--- src/hw/rtl/page_mapped_flash_translation_top_macros.svh ---
// Assertion macros for the page-mapped flash translation block.
// Included by the top level; no other dependencies.
`ifndef PAGE_MAPPED_FLASH_TRANSLATION_TOP_MACROS_SVH
`define PAGE_MAPPED_FLASH_TRANSLATION_TOP_MACROS_SVH
`ifndef SYNTHESIS
`define PMFT_ASSERT_IMP(name, clk, rst, ante, cons) \
  name: assert property (@(posedge clk) disable iff (rst) (ante) |-> (cons)) \
    else $error("pmft assertion failed");
`define PMFT_ASSERT_NEXT(name, clk, rst, ante, cons) \
  name: assert property (@(posedge clk) disable iff (rst) (ante) |=> (cons)) \
    else $error("pmft assertion failed");
`else
`define PMFT_ASSERT_IMP(name, clk, rst, ante, cons)
`define PMFT_ASSERT_NEXT(name, clk, rst, ante, cons)
`endif
`endif

--- src/hw/rtl/pmft_pkg.sv ---
// Shared types and constants for the page-mapped flash translation block.
// Used by the controller, the datapath and the top level.
package pmft_pkg;

  // Default geometry.
  localparam int PAGES_IN_BLOCK_DEF = 16;
  localparam int BLOCK_COUNT_DEF    = 64;
  localparam int LOGICAL_COUNT_DEF  = 512;

  // At most this many migration notices are reported per request.
  localparam logic [3:0] NOTICE_CAP = 4'd15;

  // Page states.
  localparam logic [1:0] PG_FREE    = 2'd0;
  localparam logic [1:0] PG_VALID   = 2'd1;
  localparam logic [1:0] PG_INVALID = 2'd2;

  // Result status codes.
  localparam logic [1:0] ST_OK       = 2'd0;
  localparam logic [1:0] ST_RANGE    = 2'd1;
  localparam logic [1:0] ST_UNMAPPED = 2'd2;
  localparam logic [1:0] ST_NO_SPACE = 2'd3;

  // Result kinds and request operations.
  localparam logic KIND_FINAL  = 1'b0;
  localparam logic KIND_NOTICE = 1'b1;
  localparam logic OP_WRITE    = 1'b0;
  localparam logic OP_READ     = 1'b1;

  // Output field widths.
  localparam int PHYS_W  = 10;
  localparam int MOVED_W = 9;

  // Datapath commands issued by the controller.
  typedef enum logic [4:0] {
    CMD_NOP,
    CMD_CLEAR,
    CMD_LATCH,
    CMD_MAP_RD,
    CMD_HOST_WR,
    CMD_INV_A,
    CMD_INV_B,
    CMD_FREE_INIT,
    CMD_FREE_RD,
    CMD_FREE_CHK,
    CMD_PROG_HOST,
    CMD_PROG_MOVE,
    CMD_GC_INIT,
    CMD_VS_RD,
    CMD_VS_CHK,
    CMD_PG_INIT,
    CMD_MG_RD,
    CMD_MG_CHK,
    CMD_PG_NEXT,
    CMD_ER_STEP,
    CMD_ER_DONE,
    CMD_EMIT_RANGE,
    CMD_EMIT_READ,
    CMD_EMIT_WRITE,
    CMD_EMIT_FAIL,
    CMD_EMIT_NOTICE
  } dp_cmd_t;

  // Datapath status seen by the controller.
  typedef struct packed {
    logic clr_end;
    logic range_bad;
    logic op_read;
    logic map_hit;
    logic inv_ok;
    logic free_hit;
    logic scan_end;
    logic vs_end;
    logic found;
    logic mg_move;
    logic pg_end;
    logic notice_ok;
    logic out_busy;
  } dp_stat_t;

endpackage

--- src/hw/rtl/pmft_controller.sv ---
// Controller state machine of the flash translation block: sequences the
// table walks and issues datapath commands. Depends on pmft_pkg.
module pmft_controller (
  input  logic               clk,
  input  logic               rst,
  input  logic               s_tvalid,
  input  pmft_pkg::dp_stat_t stat,
  output logic               ready,
  output pmft_pkg::dp_cmd_t  cmd
);

  typedef enum logic [4:0] {
    S_CLEAR, S_IDLE, S_CHECK, S_MAPRD, S_OLDCHK, S_INVA, S_INVB,
    S_FINIT, S_FRD, S_FCHK, S_PROGH, S_PROGM,
    S_GCINIT, S_VSRD, S_VSCHK, S_MGINIT, S_MGRD, S_MGCHK, S_MGNEXT,
    S_ERINIT, S_ERSTEP, S_ERDONE,
    S_EMITRANGE, S_EMITR, S_EMITW, S_EMITF, S_EMITN
  } state_t;

  // Which search asked for a free page.
  typedef enum logic [1:0] {FC_FIRST, FC_SECOND, FC_MOVE} free_ctx_t;

  state_t    state, state_next;
  free_ctx_t fctx, fctx_next;
  logic      inv_move, inv_move_next;

  // Next state and command.
  always_comb begin
    state_next    = state;
    fctx_next     = fctx;
    inv_move_next = inv_move;
    cmd           = pmft_pkg::CMD_NOP;
    unique case (state)
      S_CLEAR: begin
        cmd = pmft_pkg::CMD_CLEAR;
        if (stat.clr_end) state_next = S_IDLE;
      end
      S_IDLE: begin
        if (s_tvalid) begin
          cmd        = pmft_pkg::CMD_LATCH;
          state_next = S_CHECK;
        end
      end
      S_CHECK: begin
        cmd        = pmft_pkg::CMD_MAP_RD;
        state_next = stat.range_bad ? S_EMITRANGE : S_MAPRD;
      end
      S_MAPRD: begin
        if (stat.op_read) begin
          state_next = S_EMITR;
        end else begin
          cmd        = pmft_pkg::CMD_HOST_WR;
          fctx_next  = FC_FIRST;
          state_next = stat.map_hit ? S_OLDCHK : S_FINIT;
        end
      end
      S_OLDCHK: begin
        inv_move_next = 1'b0;
        state_next    = stat.inv_ok ? S_INVA : S_FINIT;
      end
      S_INVA: begin
        cmd        = pmft_pkg::CMD_INV_A;
        state_next = S_INVB;
      end
      S_INVB: begin
        cmd        = pmft_pkg::CMD_INV_B;
        state_next = inv_move ? S_EMITN : S_FINIT;
      end
      S_FINIT: begin
        cmd        = pmft_pkg::CMD_FREE_INIT;
        state_next = S_FRD;
      end
      S_FRD: begin
        cmd        = pmft_pkg::CMD_FREE_RD;
        state_next = S_FCHK;
      end
      S_FCHK: begin
        cmd = pmft_pkg::CMD_FREE_CHK;
        if (stat.free_hit) begin
          state_next = (fctx == FC_MOVE) ? S_PROGM : S_PROGH;
        end else if (stat.scan_end) begin
          unique case (fctx)
            FC_FIRST:  state_next = S_GCINIT;
            FC_SECOND: state_next = S_EMITF;
            default: begin
              // A move found no room: leave the victim block as it is.
              fctx_next  = FC_SECOND;
              state_next = S_FINIT;
            end
          endcase
        end else begin
          state_next = S_FRD;
        end
      end
      S_PROGH: begin
        cmd        = pmft_pkg::CMD_PROG_HOST;
        state_next = S_EMITW;
      end
      S_PROGM: begin
        cmd           = pmft_pkg::CMD_PROG_MOVE;
        inv_move_next = 1'b1;
        state_next    = S_INVA;
      end
      S_GCINIT: begin
        cmd        = pmft_pkg::CMD_GC_INIT;
        state_next = S_VSRD;
      end
      S_VSRD: begin
        cmd        = pmft_pkg::CMD_VS_RD;
        state_next = S_VSCHK;
      end
      S_VSCHK: begin
        cmd = pmft_pkg::CMD_VS_CHK;
        if (stat.vs_end) begin
          if (stat.found) begin
            state_next = S_MGINIT;
          end else begin
            fctx_next  = FC_SECOND;
            state_next = S_FINIT;
          end
        end else begin
          state_next = S_VSRD;
        end
      end
      S_MGINIT: begin
        cmd        = pmft_pkg::CMD_PG_INIT;
        state_next = S_MGRD;
      end
      S_MGRD: begin
        cmd        = pmft_pkg::CMD_MG_RD;
        state_next = S_MGCHK;
      end
      S_MGCHK: begin
        cmd = pmft_pkg::CMD_MG_CHK;
        if (stat.mg_move) begin
          fctx_next  = FC_MOVE;
          state_next = S_FINIT;
        end else begin
          state_next = S_MGNEXT;
        end
      end
      S_MGNEXT: begin
        cmd        = pmft_pkg::CMD_PG_NEXT;
        state_next = stat.pg_end ? S_ERINIT : S_MGRD;
      end
      S_ERINIT: begin
        cmd        = pmft_pkg::CMD_PG_INIT;
        state_next = S_ERSTEP;
      end
      S_ERSTEP: begin
        cmd = pmft_pkg::CMD_ER_STEP;
        if (stat.pg_end) state_next = S_ERDONE;
      end
      S_ERDONE: begin
        cmd        = pmft_pkg::CMD_ER_DONE;
        fctx_next  = FC_SECOND;
        state_next = S_FINIT;
      end
      S_EMITN: begin
        if (!stat.notice_ok) begin
          state_next = S_MGNEXT;
        end else if (!stat.out_busy) begin
          cmd        = pmft_pkg::CMD_EMIT_NOTICE;
          state_next = S_MGNEXT;
        end
      end
      S_EMITRANGE: begin
        if (!stat.out_busy) begin
          cmd        = pmft_pkg::CMD_EMIT_RANGE;
          state_next = S_IDLE;
        end
      end
      S_EMITR: begin
        if (!stat.out_busy) begin
          cmd        = pmft_pkg::CMD_EMIT_READ;
          state_next = S_IDLE;
        end
      end
      S_EMITW: begin
        if (!stat.out_busy) begin
          cmd        = pmft_pkg::CMD_EMIT_WRITE;
          state_next = S_IDLE;
        end
      end
      S_EMITF: begin
        if (!stat.out_busy) begin
          cmd        = pmft_pkg::CMD_EMIT_FAIL;
          state_next = S_IDLE;
        end
      end
      default: state_next = S_IDLE;
    endcase
  end

  // State and context registers.
  always_ff @(posedge clk) begin
    if (rst) begin
      state    <= S_CLEAR;
      fctx     <= FC_FIRST;
      inv_move <= 1'b0;
    end else begin
      state    <= state_next;
      fctx     <= fctx_next;
      inv_move <= inv_move_next;
    end
  end

  assign ready = state == S_IDLE;

endmodule

--- config.mk ---
export PLATFORM = sky130hd
export DESIGN_NAME = pmft_controller
export DESIGN_NICKNAME = d
export VERILOG_FILES = /design/src/hw/rtl/page_mapped_flash_translation_top_macros.svh /design/src/hw/rtl/pmft_pkg.sv /design/src/hw/rtl/pmft_controller.sv
export SDC_FILE = /design/constraint.sdc
export NUM_CORES = 1
export LEC_CHECK = 0
export BUFFER_PORTS_ARGS = -buffer_cell sky130_fd_sc_hd__buf_2
export CAP_MARGIN = 15
export CORE_MARGIN = 1.5
export CORE_UTILIZATION = 60
export CTS_CLUSTER_DIAMETER = 100
export CTS_CLUSTER_SIZE = 8
export DETAILED_ROUTE_END_ITERATION = 8
export PLACE_DENSITY = 0.87
export SLEW_MARGIN = 20
export SYNTH_ARGS = -nofsm -noshare
export SYNTH_HDL_FRONTEND = slang
export SYNTH_SLANG_ARGS = --single-unit
--- constraint.sdc ---
create_clock -name clk -period 3.9 [get_ports clk]
set_input_delay 0.585 -clock clk [delete_from_list [all_inputs] [get_ports clk]]
set_output_delay 0.585 -clock clk [all_outputs]
set_load 0.01 [all_outputs]
* After elaboration in Yosys (flattened, before gate mapping)
Cells that the tools add are included.
** Word-level totals
- Output and inout port bits :: 6
- Bits of input ports :: 16
- Flip-flop bits (word level) :: 8
** Cells by class
- Reduce and logical (&&, ||, !) cells :: 9
- Multiplexer cells :: 38
- Eq/ne operators :: 40
** Operators by type and width (count)
- $pmux W5 S25 :: 1
- $pmux W5 S24 :: 1
- $mux W5 :: 19
- $eq A5 B5 Y1 const B :: 11
- $eq A5 B4 Y1 const B :: 8
- $mux W2 :: 11
- $ne A2 B2 Y1 const B :: 11
- $eq A5 B3 Y1 const B :: 4
- $eq A5 B2 Y1 const B :: 2
- $pmux W2 S5 :: 1
- $pmux W5 S2 :: 1
- $reduce_and A8 Y1 :: 1
- $eq A5 B1 Y1 const B :: 1
- $logic_not A5 Y1 :: 1
- $reduce_and A5 Y1 :: 1
- $reduce_bool A5 Y1 :: 1
- $mux W4 :: 1
- $reduce_or A2 Y1 :: 2
- $reduce_or A4 Y1 :: 1
- $mux W3 :: 1
- $ne A3 B3 Y1 const B :: 1
- $eq A2 B1 Y1 const B :: 1
- $eq A2 B2 Y1 const B :: 1
- $logic_not A2 Y1 :: 1
- 3 further kinds :: 3

* Depth between registers and ports, before layout
Gate-level depths: netlist of run 1.
- Word-level depth :: 6
- Mapped depth :: 8

* Worst setup path before layout of run 1
Ideal clock, no wire load.
- Kind :: flip-flop to output port
- From :: reg state[0]
- To :: out cmd[3]
- Cell stages (with the launch flop) :: 7
- Arrival :: 1.340 ns
- Setup slack :: 1.975 ns
- Path buffers :: 2
- Cell sequence :: dfxtp_1 buf_6 buf_6 and2b_1 a21oi_1 or4_1 o211ai_1
** On the way
- Cells in the longest elaborated chain, start to end :: 3
** RTL lines
- start, declared :: line pmft_controller.sv:23 : state_t state, state_next;
- start signal, assigned :: line pmft_controller.sv:202 : state <= state_next;
- $eq A5 B5 Y1 or $eq A5 B4 Y1 (tied branches) :: line pmft_controller.sv:33 : unique case (state)
- $reduce_or A2 Y1 (no source line)
- $pmux W5 S25 * :: line pmft_controller.sv:33
- end, declared :: line pmft_controller.sv:9 : output pmft_pkg::dp_cmd_t cmd
Every way passes the cells marked *; elsewhere a longest branch is shown, timed or not.

* Final worst setup path of run 1
- From :: reg state[1]
- To :: out cmd[3]
The elaborated chain is that of the path after synthesis.

==> results of run 1 <==
## worst max-delay path by stage
stage | to | slack (ps) | cells after the start
floorplan | cmd[3] | 1980 | 6
global placement | cmd[3] | 1360 | 6
detailed placement | cmd[3] | 1280 | 6
CTS | cmd[3] | 970 | 6
global route | cmd[3] | 840 | 6
finish | cmd[3] | 950 | 6
## through the flow
stage / power [mW] / instance area, um^2 / util / instances
6_report: 0.3503 / 1272 / 0.6553 / 213
5_1_grt: 0.3791 / 1272 / 0.6553 / 213
4_1_cts: 0.3496 / 1272 / 0.6553 / 213
3_5_place_dp: 0.2866 / 1250 / 0.6437 / 210
3_3_place_gp: 0.2844 / 1250 / 0.6437 / 210
2_1_floorplan: 0.2540 / 1214 / - / 176
## synthesized netlist by cell type, drive strengths merged (3+ instances only)
master,count
a21oi,17
nor2,15
o21ai,15
buf,14
nand2,13
nor2b,10
dfxtp,8
nand2b,8
inv,7
nor3,6
o31ai,5
nand3,4
nand3b,4
nor3b,4
or4,4
a211oi,3
a31oi,3
## flip-flops by register name, indices dropped and copies added (netlist names)
| signal | flops |
|---|---|
| state | 5 |
| fctx | 2 |
| inv_move | 1 |
## critical path, delay by kind of cell (launching register included)
family / cells / cell delay [ps]
AO/OA/AOI/OAI: 2 / 170
buffers and inverters: 2 / 270
flip-flops: 1 / 950
AND/OR/NAND/NOR: 2 / 720
## final cells by class
cell class,count,area share
clock buffers,3,0.01770
well taps,27,0.02655
multi-input cells,146,0.7207
repair buffers,22,0.08850
inverters,7,0.02065
flip-flops and latches,8,0.1259
## power groups by stage
stage / Combinational [mW] / Sequential (mW) / Clock (mW)
finish: 0.170 / 0.122 / 0.0590
global route: 0.187 / 0.123 / 0.0691
CTS: 0.166 / 0.120 / 0.0627
detailed placement: 0.165 / 0.121 / 0
global placement: 0.163 / 0.121 / 0
floorplan: 0.162 / 0.0918 / 0
## per-layer routing
metal / track usage / wire length, um / vias up
met3: 0.07547 / 326 / 4
met4: 0.07568 / 38 / 0
met2: 0.5200 / 1590 / 91
li1: - / - / 686
met5: 0 / 0 / -
met1: 0.3978 / 1328 / 648
## kinds of logic (layout without fill, tap and decap cells)
| family | Yosys count | in the layout | share of synthesized area |
|---|---|---|---|
| buffers and inverters | 22 | 32 | 0.1124 |
| AO/OA/AOI/OAI | 65 | 65 | 0.3701 |
| flip-flops | 8 | 8 | 0.1320 |
| multiplexers | 3 | 3 | 0.02577 |
| AND/OR/NAND/NOR | 78 | 78 | 0.3598 |
==> qor.yml, run 1 <==
critical_path:
  critPathLaunchType: "flop"
  r2r-end: "fctx[0]"
  reg2regPathDepth: 5
  crit_path_top_delay_cell: "dfxtp_1"
  startpoint: "state[1]"
  reg2reg_from: "state[1]"
  reg2reg_slack_ps: 1500
  critPathCaptureType: "output pin"
  path_cells: "nand2b_1 -> inv_1 -> a21oi_1 -> or4_1 -> o211ai_1 -> buf_2"
  crit_path_max_incr_delay_ps: 950
  worstSetupPathType: "flop to output pin"
  worstPathMaxFanout: 29
  critical_path_arrival_ps: 2360
  cp_data_required_time_ps: 3310
sta:
  finalCritPeriodShare: 0.7558
  timing.fmax_mhz: 339.2
  finalSetupTns_ps: 0
  fin_crit_ps: 2948
  setup_viol: 0
  hold_viol_final: 0
  rsz0062_at_grt: "no"
  fin_skew_ps: 2.189
  fin_ws_ps: 952.3
  fin_hold_ws_ps: 522.8
  tightestPinTransition_ps: 971.9
  slew_viol_final: 0
  maxSlewHeadroom: 0.3512
placed_design:
  io_buffers: 21
  dp_hpwl_um: 2387
  globalplace.congestion: 0.9822
  dp_slack_ps: 1281
die:
  core-area_um2: 1942
  die_y_um: 47.98
  dieArea_um2: 2302
  num_rows: 16
  initial_utilization: 0.6250
  die_w_um: 47.98
  boundaryPins: 22
pwr:
  leakage_nw: 0.4482
  intPower_mw: 0.1967
  p_sw_mw: 0.1536
  peakVddDrop_mv: 0.2601
  p_sw_frac: 0.4385
  pwr-share-clk: 0.168
  p_seq_frac: 0.348
  pwr-share-comb: 0.484
  p_per_area_nw_per_um2: 275.3
cts:
  cts_setup_buffers: 0
  cts_tree: "done"
  clkSlewWorstSetupHoldPaths_ps: 50
  numCtsBuffers: 3
  ctsRootBufferMaster: "clkbuf_4"
  clk_path_buf_depth: 2
  ctsResizeCount: 0
  cts.sinks: 8
  ctsHoldBuffers: 0
  clk_latency_ps: 240
  h-tree-depth: 1
routing:
  routedWlPerCell_um: 15.42
  drc: 0
  avgViaCountPerCell: 6.709
  drt_wl_total_um: 3284
  drt_iter0_markers: 49
  firstDrtPassIters: 5
  vias: 1429
  final_antenna_net_count: 0
logic_synthesis:
  syn_area_per_cell_um2: 6.896
  synth_ff_type: "dfxtp_1"
  syn_nets: 192
  synth_top_area_cell: "dfxtp_1"
  synth-seq-cells: 8
  synthesis.area_um2: 1214
  synth_cell_types: 54
  synth_top_area_frac: 0.1320
  ys_seq_area_frac: 0.1320
  ys_top_cells_by_area: "dfxtp_1 (13%), a21oi_1 (6.6%), nor2b_1 (5.2%)"
  synth_cells: 176
  ys_warn_count: 0
  ys_async_sr_fraction: 0
  synth-edff-count: 0
grt:
  grt_pass1_vias: 1183
  grt_overflow_total: 0
  grt_usage: 0.3103
  antenna_found_initial: 0
  grt_max_degree: 33
  grt_pass1_wl_um: 5168
final_layout:
  layout.cells.most_common: "buf_2"
  multi_input_area_um2: 917.1
  antennaDiodeCount: 0
  ff_latch_area_um2: 160.2
  syn2layout_area_growth_pct: 4.845
  final_cell_mix: "buf_2 (21), a21oi_1 (16), nor2_1 (15), nand2_1 (13), o21ai_0 (12)"
  drive_gt1_frac: 0.1882
  final_nets: 204
  nFillCells: 187
worst_hold_path:
  hold_path.class: "flop to flop"
  hp-start: "fctx[1]"
  hold_depth: 2
  hold_end: "fctx[1]"
flow_run:
  maxCapViolCount: 0
run_status:
  status: "completed"
Power figures use the tool's default switching activity.
==> run 2: changes to the inputs <==
--- a/config.mk
+++ b/config.mk
@@ -8,11 +8,11 @@
 export BUFFER_PORTS_ARGS = -buffer_cell sky130_fd_sc_hd__buf_2
 export CAP_MARGIN = 15
 export CORE_MARGIN = 1.5
-export CORE_UTILIZATION = 60
+export CORE_UTILIZATION = 50
 export CTS_CLUSTER_DIAMETER = 100
 export CTS_CLUSTER_SIZE = 8
 export DETAILED_ROUTE_END_ITERATION = 8
-export PLACE_DENSITY = 0.87
+export PLACE_DENSITY = 0.78
 export SLEW_MARGIN = 20
 export SYNTH_ARGS = -nofsm -noshare
 export SYNTH_HDL_FRONTEND = slang
==> constraint.sdc (replaced) <==
create_clock -name clk -period 2.35 [get_ports clk]
set_input_delay 0.3525 -clock clk [delete_from_list [all_inputs] [get_ports clk]]
set_output_delay 0.3525 -clock clk [all_outputs]
set_load 0.01 [all_outputs]
==> qor.yml, run 2 (synthesized netlist as in run 1, its figures left out) <==
run_status:
  status: "completed"
sta:
  fin_hold_ws_ps: 387.1  # -135.7 ps
  timing.fmax_mhz: 452.4
  setup_viol: 0  # unchanged
  maxSlewHeadroom: 0.6217  # +0.2706
  rsz0062_at_grt: "no"
  hold_viol_final: 0  # unchanged
  tightestPinTransition_ps: 565.6  # -406.3 ps
  slew_viol_final: 0  # unchanged
  finalSetupTns_ps: 0  # unchanged
  fin_crit_ps: 2210
  finalCritPeriodShare: 0.9406
  fin_skew_ps: 13.28  # +11.09 ps
die:
  num_rows: 17  # +1
  dieArea_um2: 2732  # +19%
  boundaryPins: 22  # unchanged
  core-area_um2: 2255  # +16%
  initial_utilization: 0.5383  # -0.08671
  die_w_um: 52.27  # +8.9%
  die_y_um: 52.27  # +8.9%
grt:
  grtUsageMet1: 0.3674  # -0.03036
  grt_pass1_vias: 1427  # +21%
  met3_usage: 0.03714  # -0.03833
  met2_usage: 0.5443  # +0.02430
  grt_pass1_wl_um: 6375  # +23%
  grt_usage: 0.3131  # +0.002793
  grt_max_degree: 20  # -39%
  antenna_found_initial: 0  # unchanged
  busiest_layer: "met2"
  grt_overflow_total: 0  # unchanged
final_layout:
  antennaDiodeCount: 0  # unchanged
  largest_register_ffs: 5  # unchanged
  largest-register: "state"
  syn2layout_area_growth_pct: 11.03
  layout.cells.most_common: "buf_2"
  final_nets: 213  # +4.4%
  layout_top_registers: "state (5), fctx (2), inv_move (1)"
  final_cell_mix: "buf_2 (21), a21oi_1 (16), nor2_1 (14), nand2_1 (13), o21ai_0 (12)"
  drive_gt1_frac: 0.2462  # +0.05798
cts:
  clkSlewWorstSetupHoldPaths_ps: 60  # about the same
  cts_tree: "done"
  cts.sinks: 8  # unchanged
  cts_setup_buffers: 0  # unchanged
  ctsRootBufferMaster: "clkbuf_4"
  clk_path_buf_depth: 2  # unchanged
  h-tree-depth: 1  # unchanged
  clk_latency_ps: 260  # +20 ps
  numCtsBuffers: 3  # unchanged
critical_path:
  cp_data_required_time_ps: 2000  # -1310 ps
  crit_path_max_incr_delay_ps: 500  # -450 ps
  critPathCaptureType: "output pin"
  reg2regPathDepth: 6  # +1
  path_cells: "buf_4 -> and2b_1 -> a21oi_1 -> or4_1 -> o211ai_1 -> buf_2"
  worstPathMaxFanout: 14  # -52%
  crit_path_top_delay_cell: "or4_1"
  critPathLaunchType: "flop"
  critical_path_arrival_ps: 1860  # -500 ps
  worstSetupPathType: "flop to output pin"
routing:
  final_antenna_net_count: 0  # unchanged
  avgViaCountPerCell: 6.655  # -0.81%
  firstDrtPassIters: 4  # -1
  routedWlPerCell_um: 17.06  # +11%
  vias: 1484  # +3.8%
  drc: 0  # unchanged
  drt_iter0_markers: 43  # -12%
  drt_wl_total_um: 3805  # +16%
pwr:
  leakage_nw: 0.4989  # +11%
  peakVddDrop_mv: 0.3132  # +20%
  p_per_area_nw_per_um2: 464.8  # +69%
placed_design:
  dp_hpwl_um: 2942  # +23%
  globalplace.congestion: 0.9392  # -4.4%
  io_buffers: 21  # unchanged
worst_hold_path:
  hold_path.class: "primary input to flop"
  hold_depth: 2  # unchanged
flow_run:
  maxCapViolCount: 0  # unchanged
==> run 2: changes by cell type in the layout (fill, tap and decap cells not counted), sizes merged <==
cell  delta
buf      +9
==> run 2: stage by stage <==
stage               power, mW  utilization  cell area, um^2  worst slack [ps]  cells
detailed placement     0.5126       0.5849             1319             388.6    220
CTS                    0.6209       0.5949             1341             108.4    223
global placement       0.5115       0.5849             1319             405.3    220
global route           0.6689       0.5977             1348             26.86    223
floorplan              0.4215            -             1214             657.7    176
finish                 0.6263       0.5977             1348             139.6    223
==> run 2: routing by layer <==
| metal | wire (um) | share of wire |
|---|---|---|
| met1 | 1524 | 0.40 |
| met2 | 1809 | 0.48 |
| met3 | 243 | 0.064 |
| met4 | 227 | 0.060 |
| met5 | 0 | 0 |
==> run 2: timing repair <==
item	4_1_cts	5_1_grt
hold buffers	0	0
setup endpoints to repair	0	3
gates resized for setup	0	4
==> run 2: worst max-delay path: cells and delay by family, from the launching register on <==
| family | cells | cell delay (ps) |
|---|---|---|
| compound gates | 2 | 160 |
| buf+inv | 2 | 380 |
| flops | 1 | 380 |
| simple gates | 2 | 700 |
==> run 2: path summary, 6_finish.rpt <==
check	start	endpoint	slack (ps)
worst max register to register	state[1]	fctx[0]	440
worst min-delay path	rst	state[3]	390
worst max-delay path	state[0]	cmd[3]	140
worst min register to register	fctx[0]	fctx[0]	540
==> run 2: final cells by class <==
type / instances / area, um^2
Clock buffer: 3 / 22.52
Timing Repair Buffer: 31 / 180.2
Multi-Input combinational cell: 146 / 919.6
Fill cell: 227 / 907.1
Sequential cell: 8 / 163.9
Tap cell: 28 / 35.03
Inverter: 7 / 26.28
==> run 2: where the power goes <==
group          switching, mW  internal, mW  leakage, nW
clock                 0.0481        0.0585       0.0138
combinational          0.212         0.145        0.419
sequential            0.0174         0.145       0.0663
total                  0.278         0.349        0.499
==> run 3: changes to the inputs <==
--- a/config.mk
+++ b/config.mk
@@ -13,6 +13,7 @@
 export CTS_CLUSTER_SIZE = 8
 export DETAILED_ROUTE_END_ITERATION = 8
 export PLACE_DENSITY = 0.78
+export SETUP_SLACK_MARGIN = 0.4
 export SLEW_MARGIN = 20
 export SYNTH_ARGS = -nofsm -noshare
 export SYNTH_HDL_FRONTEND = slang
==> constraint.sdc (replaced) <==
create_clock -name clk -period 1.9 [get_ports clk]
set_input_delay 0.285 -clock clk [delete_from_list [all_inputs] [get_ports clk]]
set_output_delay 0.285 -clock clk [all_outputs]
set_load 0.01 [all_outputs]
==> qor.yml, run 3 (synthesized netlist as in run 1, its figures left out) <==
cts:
  clk_latency_ps: 270  # about the same
  cts.sinks: 8  # unchanged
  clk_path_buf_depth: 2  # unchanged
  numCtsBuffers: 3  # unchanged
  ctsHoldBuffers: 0  # unchanged
  h-tree-depth: 1  # unchanged
  cts_tree: "done"
  clkSlewWorstSetupHoldPaths_ps: 70  # about the same
  ctsRootBufferMaster: "clkbuf_4"
sta:
  fin_skew_ps: 11.19  # -2.095 ps
  maxSlewHeadroom: 0.5444  # -0.07738
  finalSetupTns_ps: -10.19  # -10.19 ps
  setup_viol: 2  # +2
  tightestPinTransition_ps: 674.9  # +109.3 ps
  rsz0062_at_grt: "yes"
  finalCritPeriodShare: 1.005
  slew_viol_final: 0  # unchanged
  timing.fmax_mhz: 523.8
  fin_ws_ps: -9.226  # -148.8 ps
  hold_viol_final: 0  # unchanged
  fin_crit_ps: 1909
flow_run:
  maxCapViolCount: 0  # unchanged
routing:
  routedWlPerCell_um: 22.57  # +32%
  firstDrtPassIters: 5  # +1
  drc: 0  # unchanged
  drt_wl_total_um: 5732  # +51%
  vias: 1811  # +22%
  final_antenna_net_count: 0  # unchanged
  drt_iter0_markers: 119  # +180%
  avgViaCountPerCell: 7.130  # +7.1%
die:
  die_w_um: 52.27  # unchanged
  dieArea_um2: 2732  # unchanged
  core-area_um2: 2255  # unchanged
  initial_utilization: 0.5383  # unchanged
  num_rows: 17  # unchanged
  die_y_um: 52.27  # unchanged
  boundaryPins: 22  # unchanged
final_layout:
  final_nets: 244  # +15%
  layout.cells.most_common: "buf_4"
  drive_gt1_frac: 0.5133  # +0.2671
  largest-register: "state"
  antennaDiodeCount: 0  # unchanged
  nFillCells: 117  # -48%
  syn2layout_area_growth_pct: 61.24
  stdcell_area_um2: 1957  # +45%
  final_cell_mix: "buf_4 (25), buf_2 (21), a21oi_1 (13), nand2_1 (12), buf_6 (12)"
  layout_top_registers: "state (5), fctx (2), inv_move (1)"
  utilization: 0.8679  # +0.2703
  largest_register_ffs: 5  # unchanged
grt:
  grt_pass1_vias: 1590  # +11%
  grt_overflow_total: 0  # unchanged
  grt_pass1_wl_um: 8004  # +26%
  antenna_found_initial: 0  # unchanged
  grt_max_degree: 19  # -5.0%
  grt_usage: 0.4018  # +0.08873
pwr:
  p_per_area_nw_per_um2: 543.5  # +17%
  leakage_nw: 0.7529  # +51%
  power_mw: 1.064  # +70%
  peakVddDrop_mv: 0.4039  # +29%
critical_path:
  worstSetupPathType: "flop to output pin"
  critPathCaptureType: "output pin"
  critical_path_arrival_ps: 1620  # -240 ps
  cp_data_required_time_ps: 1620  # -380 ps
  worstPathMaxFanout: 7  # -7
  reg2reg_slack_ps: 70  # -370 ps
  critPathLaunchType: "flop"
placed_design:
  globalplace.congestion: 0.9907  # +5.5%
  dp_hpwl_um: 3021  # +2.7%
  placed_area_um2: 1361  # +3.2%
  io_buffers: 21  # unchanged
run_status:
  status: "finished with violations"
  violations: "negative setup slack"
worst_hold_path:
  hold_path.class: "primary input to flop"
-- run 3: changes by cell type in the layout (fill, tap and decap cells not counted), sizes merged --
| cell | previous run | this run |
|---|---|---|
| buf | 31 | 62 |
-- run 3: critical path: stages, from the launching register on --
cell and delay, ps:
dfxtp_4 370, buf_6 130, buf_6 120, nand2b_1 220
o21ai_1 140, nand3b_1 110, o211ai_1 100, buf_2 170
-- run 3: where the power goes --
part | switching, mW | internal, mW
Clock | 0.0720 | 0.0731
Combinational | 0.391 | 0.324
Sequential | 0.0240 | 0.179
Total | 0.487 | 0.576
-- run 3: worst paths after layout --
kind / start / endpoint / cells after the start
hold reg to reg: fctx[1] / fctx[1] / 2
setup / recovery: state[1] / cmd[2] / 7
hold / removal: rst / state[3] / 2
setup reg to reg: state[3] / state[4] / 7
-- run 3: layout make-up --
type                       instances  area [um^2]  area share
clock buffer                       3        22.52     0.01151
inverter                           7        28.78     0.01471
multi-input combinational        146         1184      0.6049
sequential                         8        176.4     0.09015
tap                               28        35.03     0.01790
timing repair buffer              62        510.5      0.2609
-- run 3: what timing repair did --
item                       CTS  global route
setup buffers               18             8
pin swaps                   19            19
resized for setup           56            32
setup endpoints to repair   13            13
gates cloned                 1             0
-- run 3: routing by layer --
layer / up-vias / track usage / wire, um / share of wire
li1: 763 / - / - / -
met1: 835 / 0.4609 / 2019 / 0.35
met3: 48 / 0.06286 / 617 / 0.11
met4: 0 / 0.2607 / 424 / 0.074
met2: 165 / 0.6857 / 2669 / 0.47
met5: - / 0 / 0 / 0
-- run 3: through the flow --
stage               hold WS, ps  setup slack, ps  instances
finish                    333.0           -9.226        254
global placement          494.5            58.67        224
detailed placement        510.9            108.5        224
CTS                       320.2            47.93        246
floorplan                 466.2            275.2        176
global route              331.2           -67.12        254
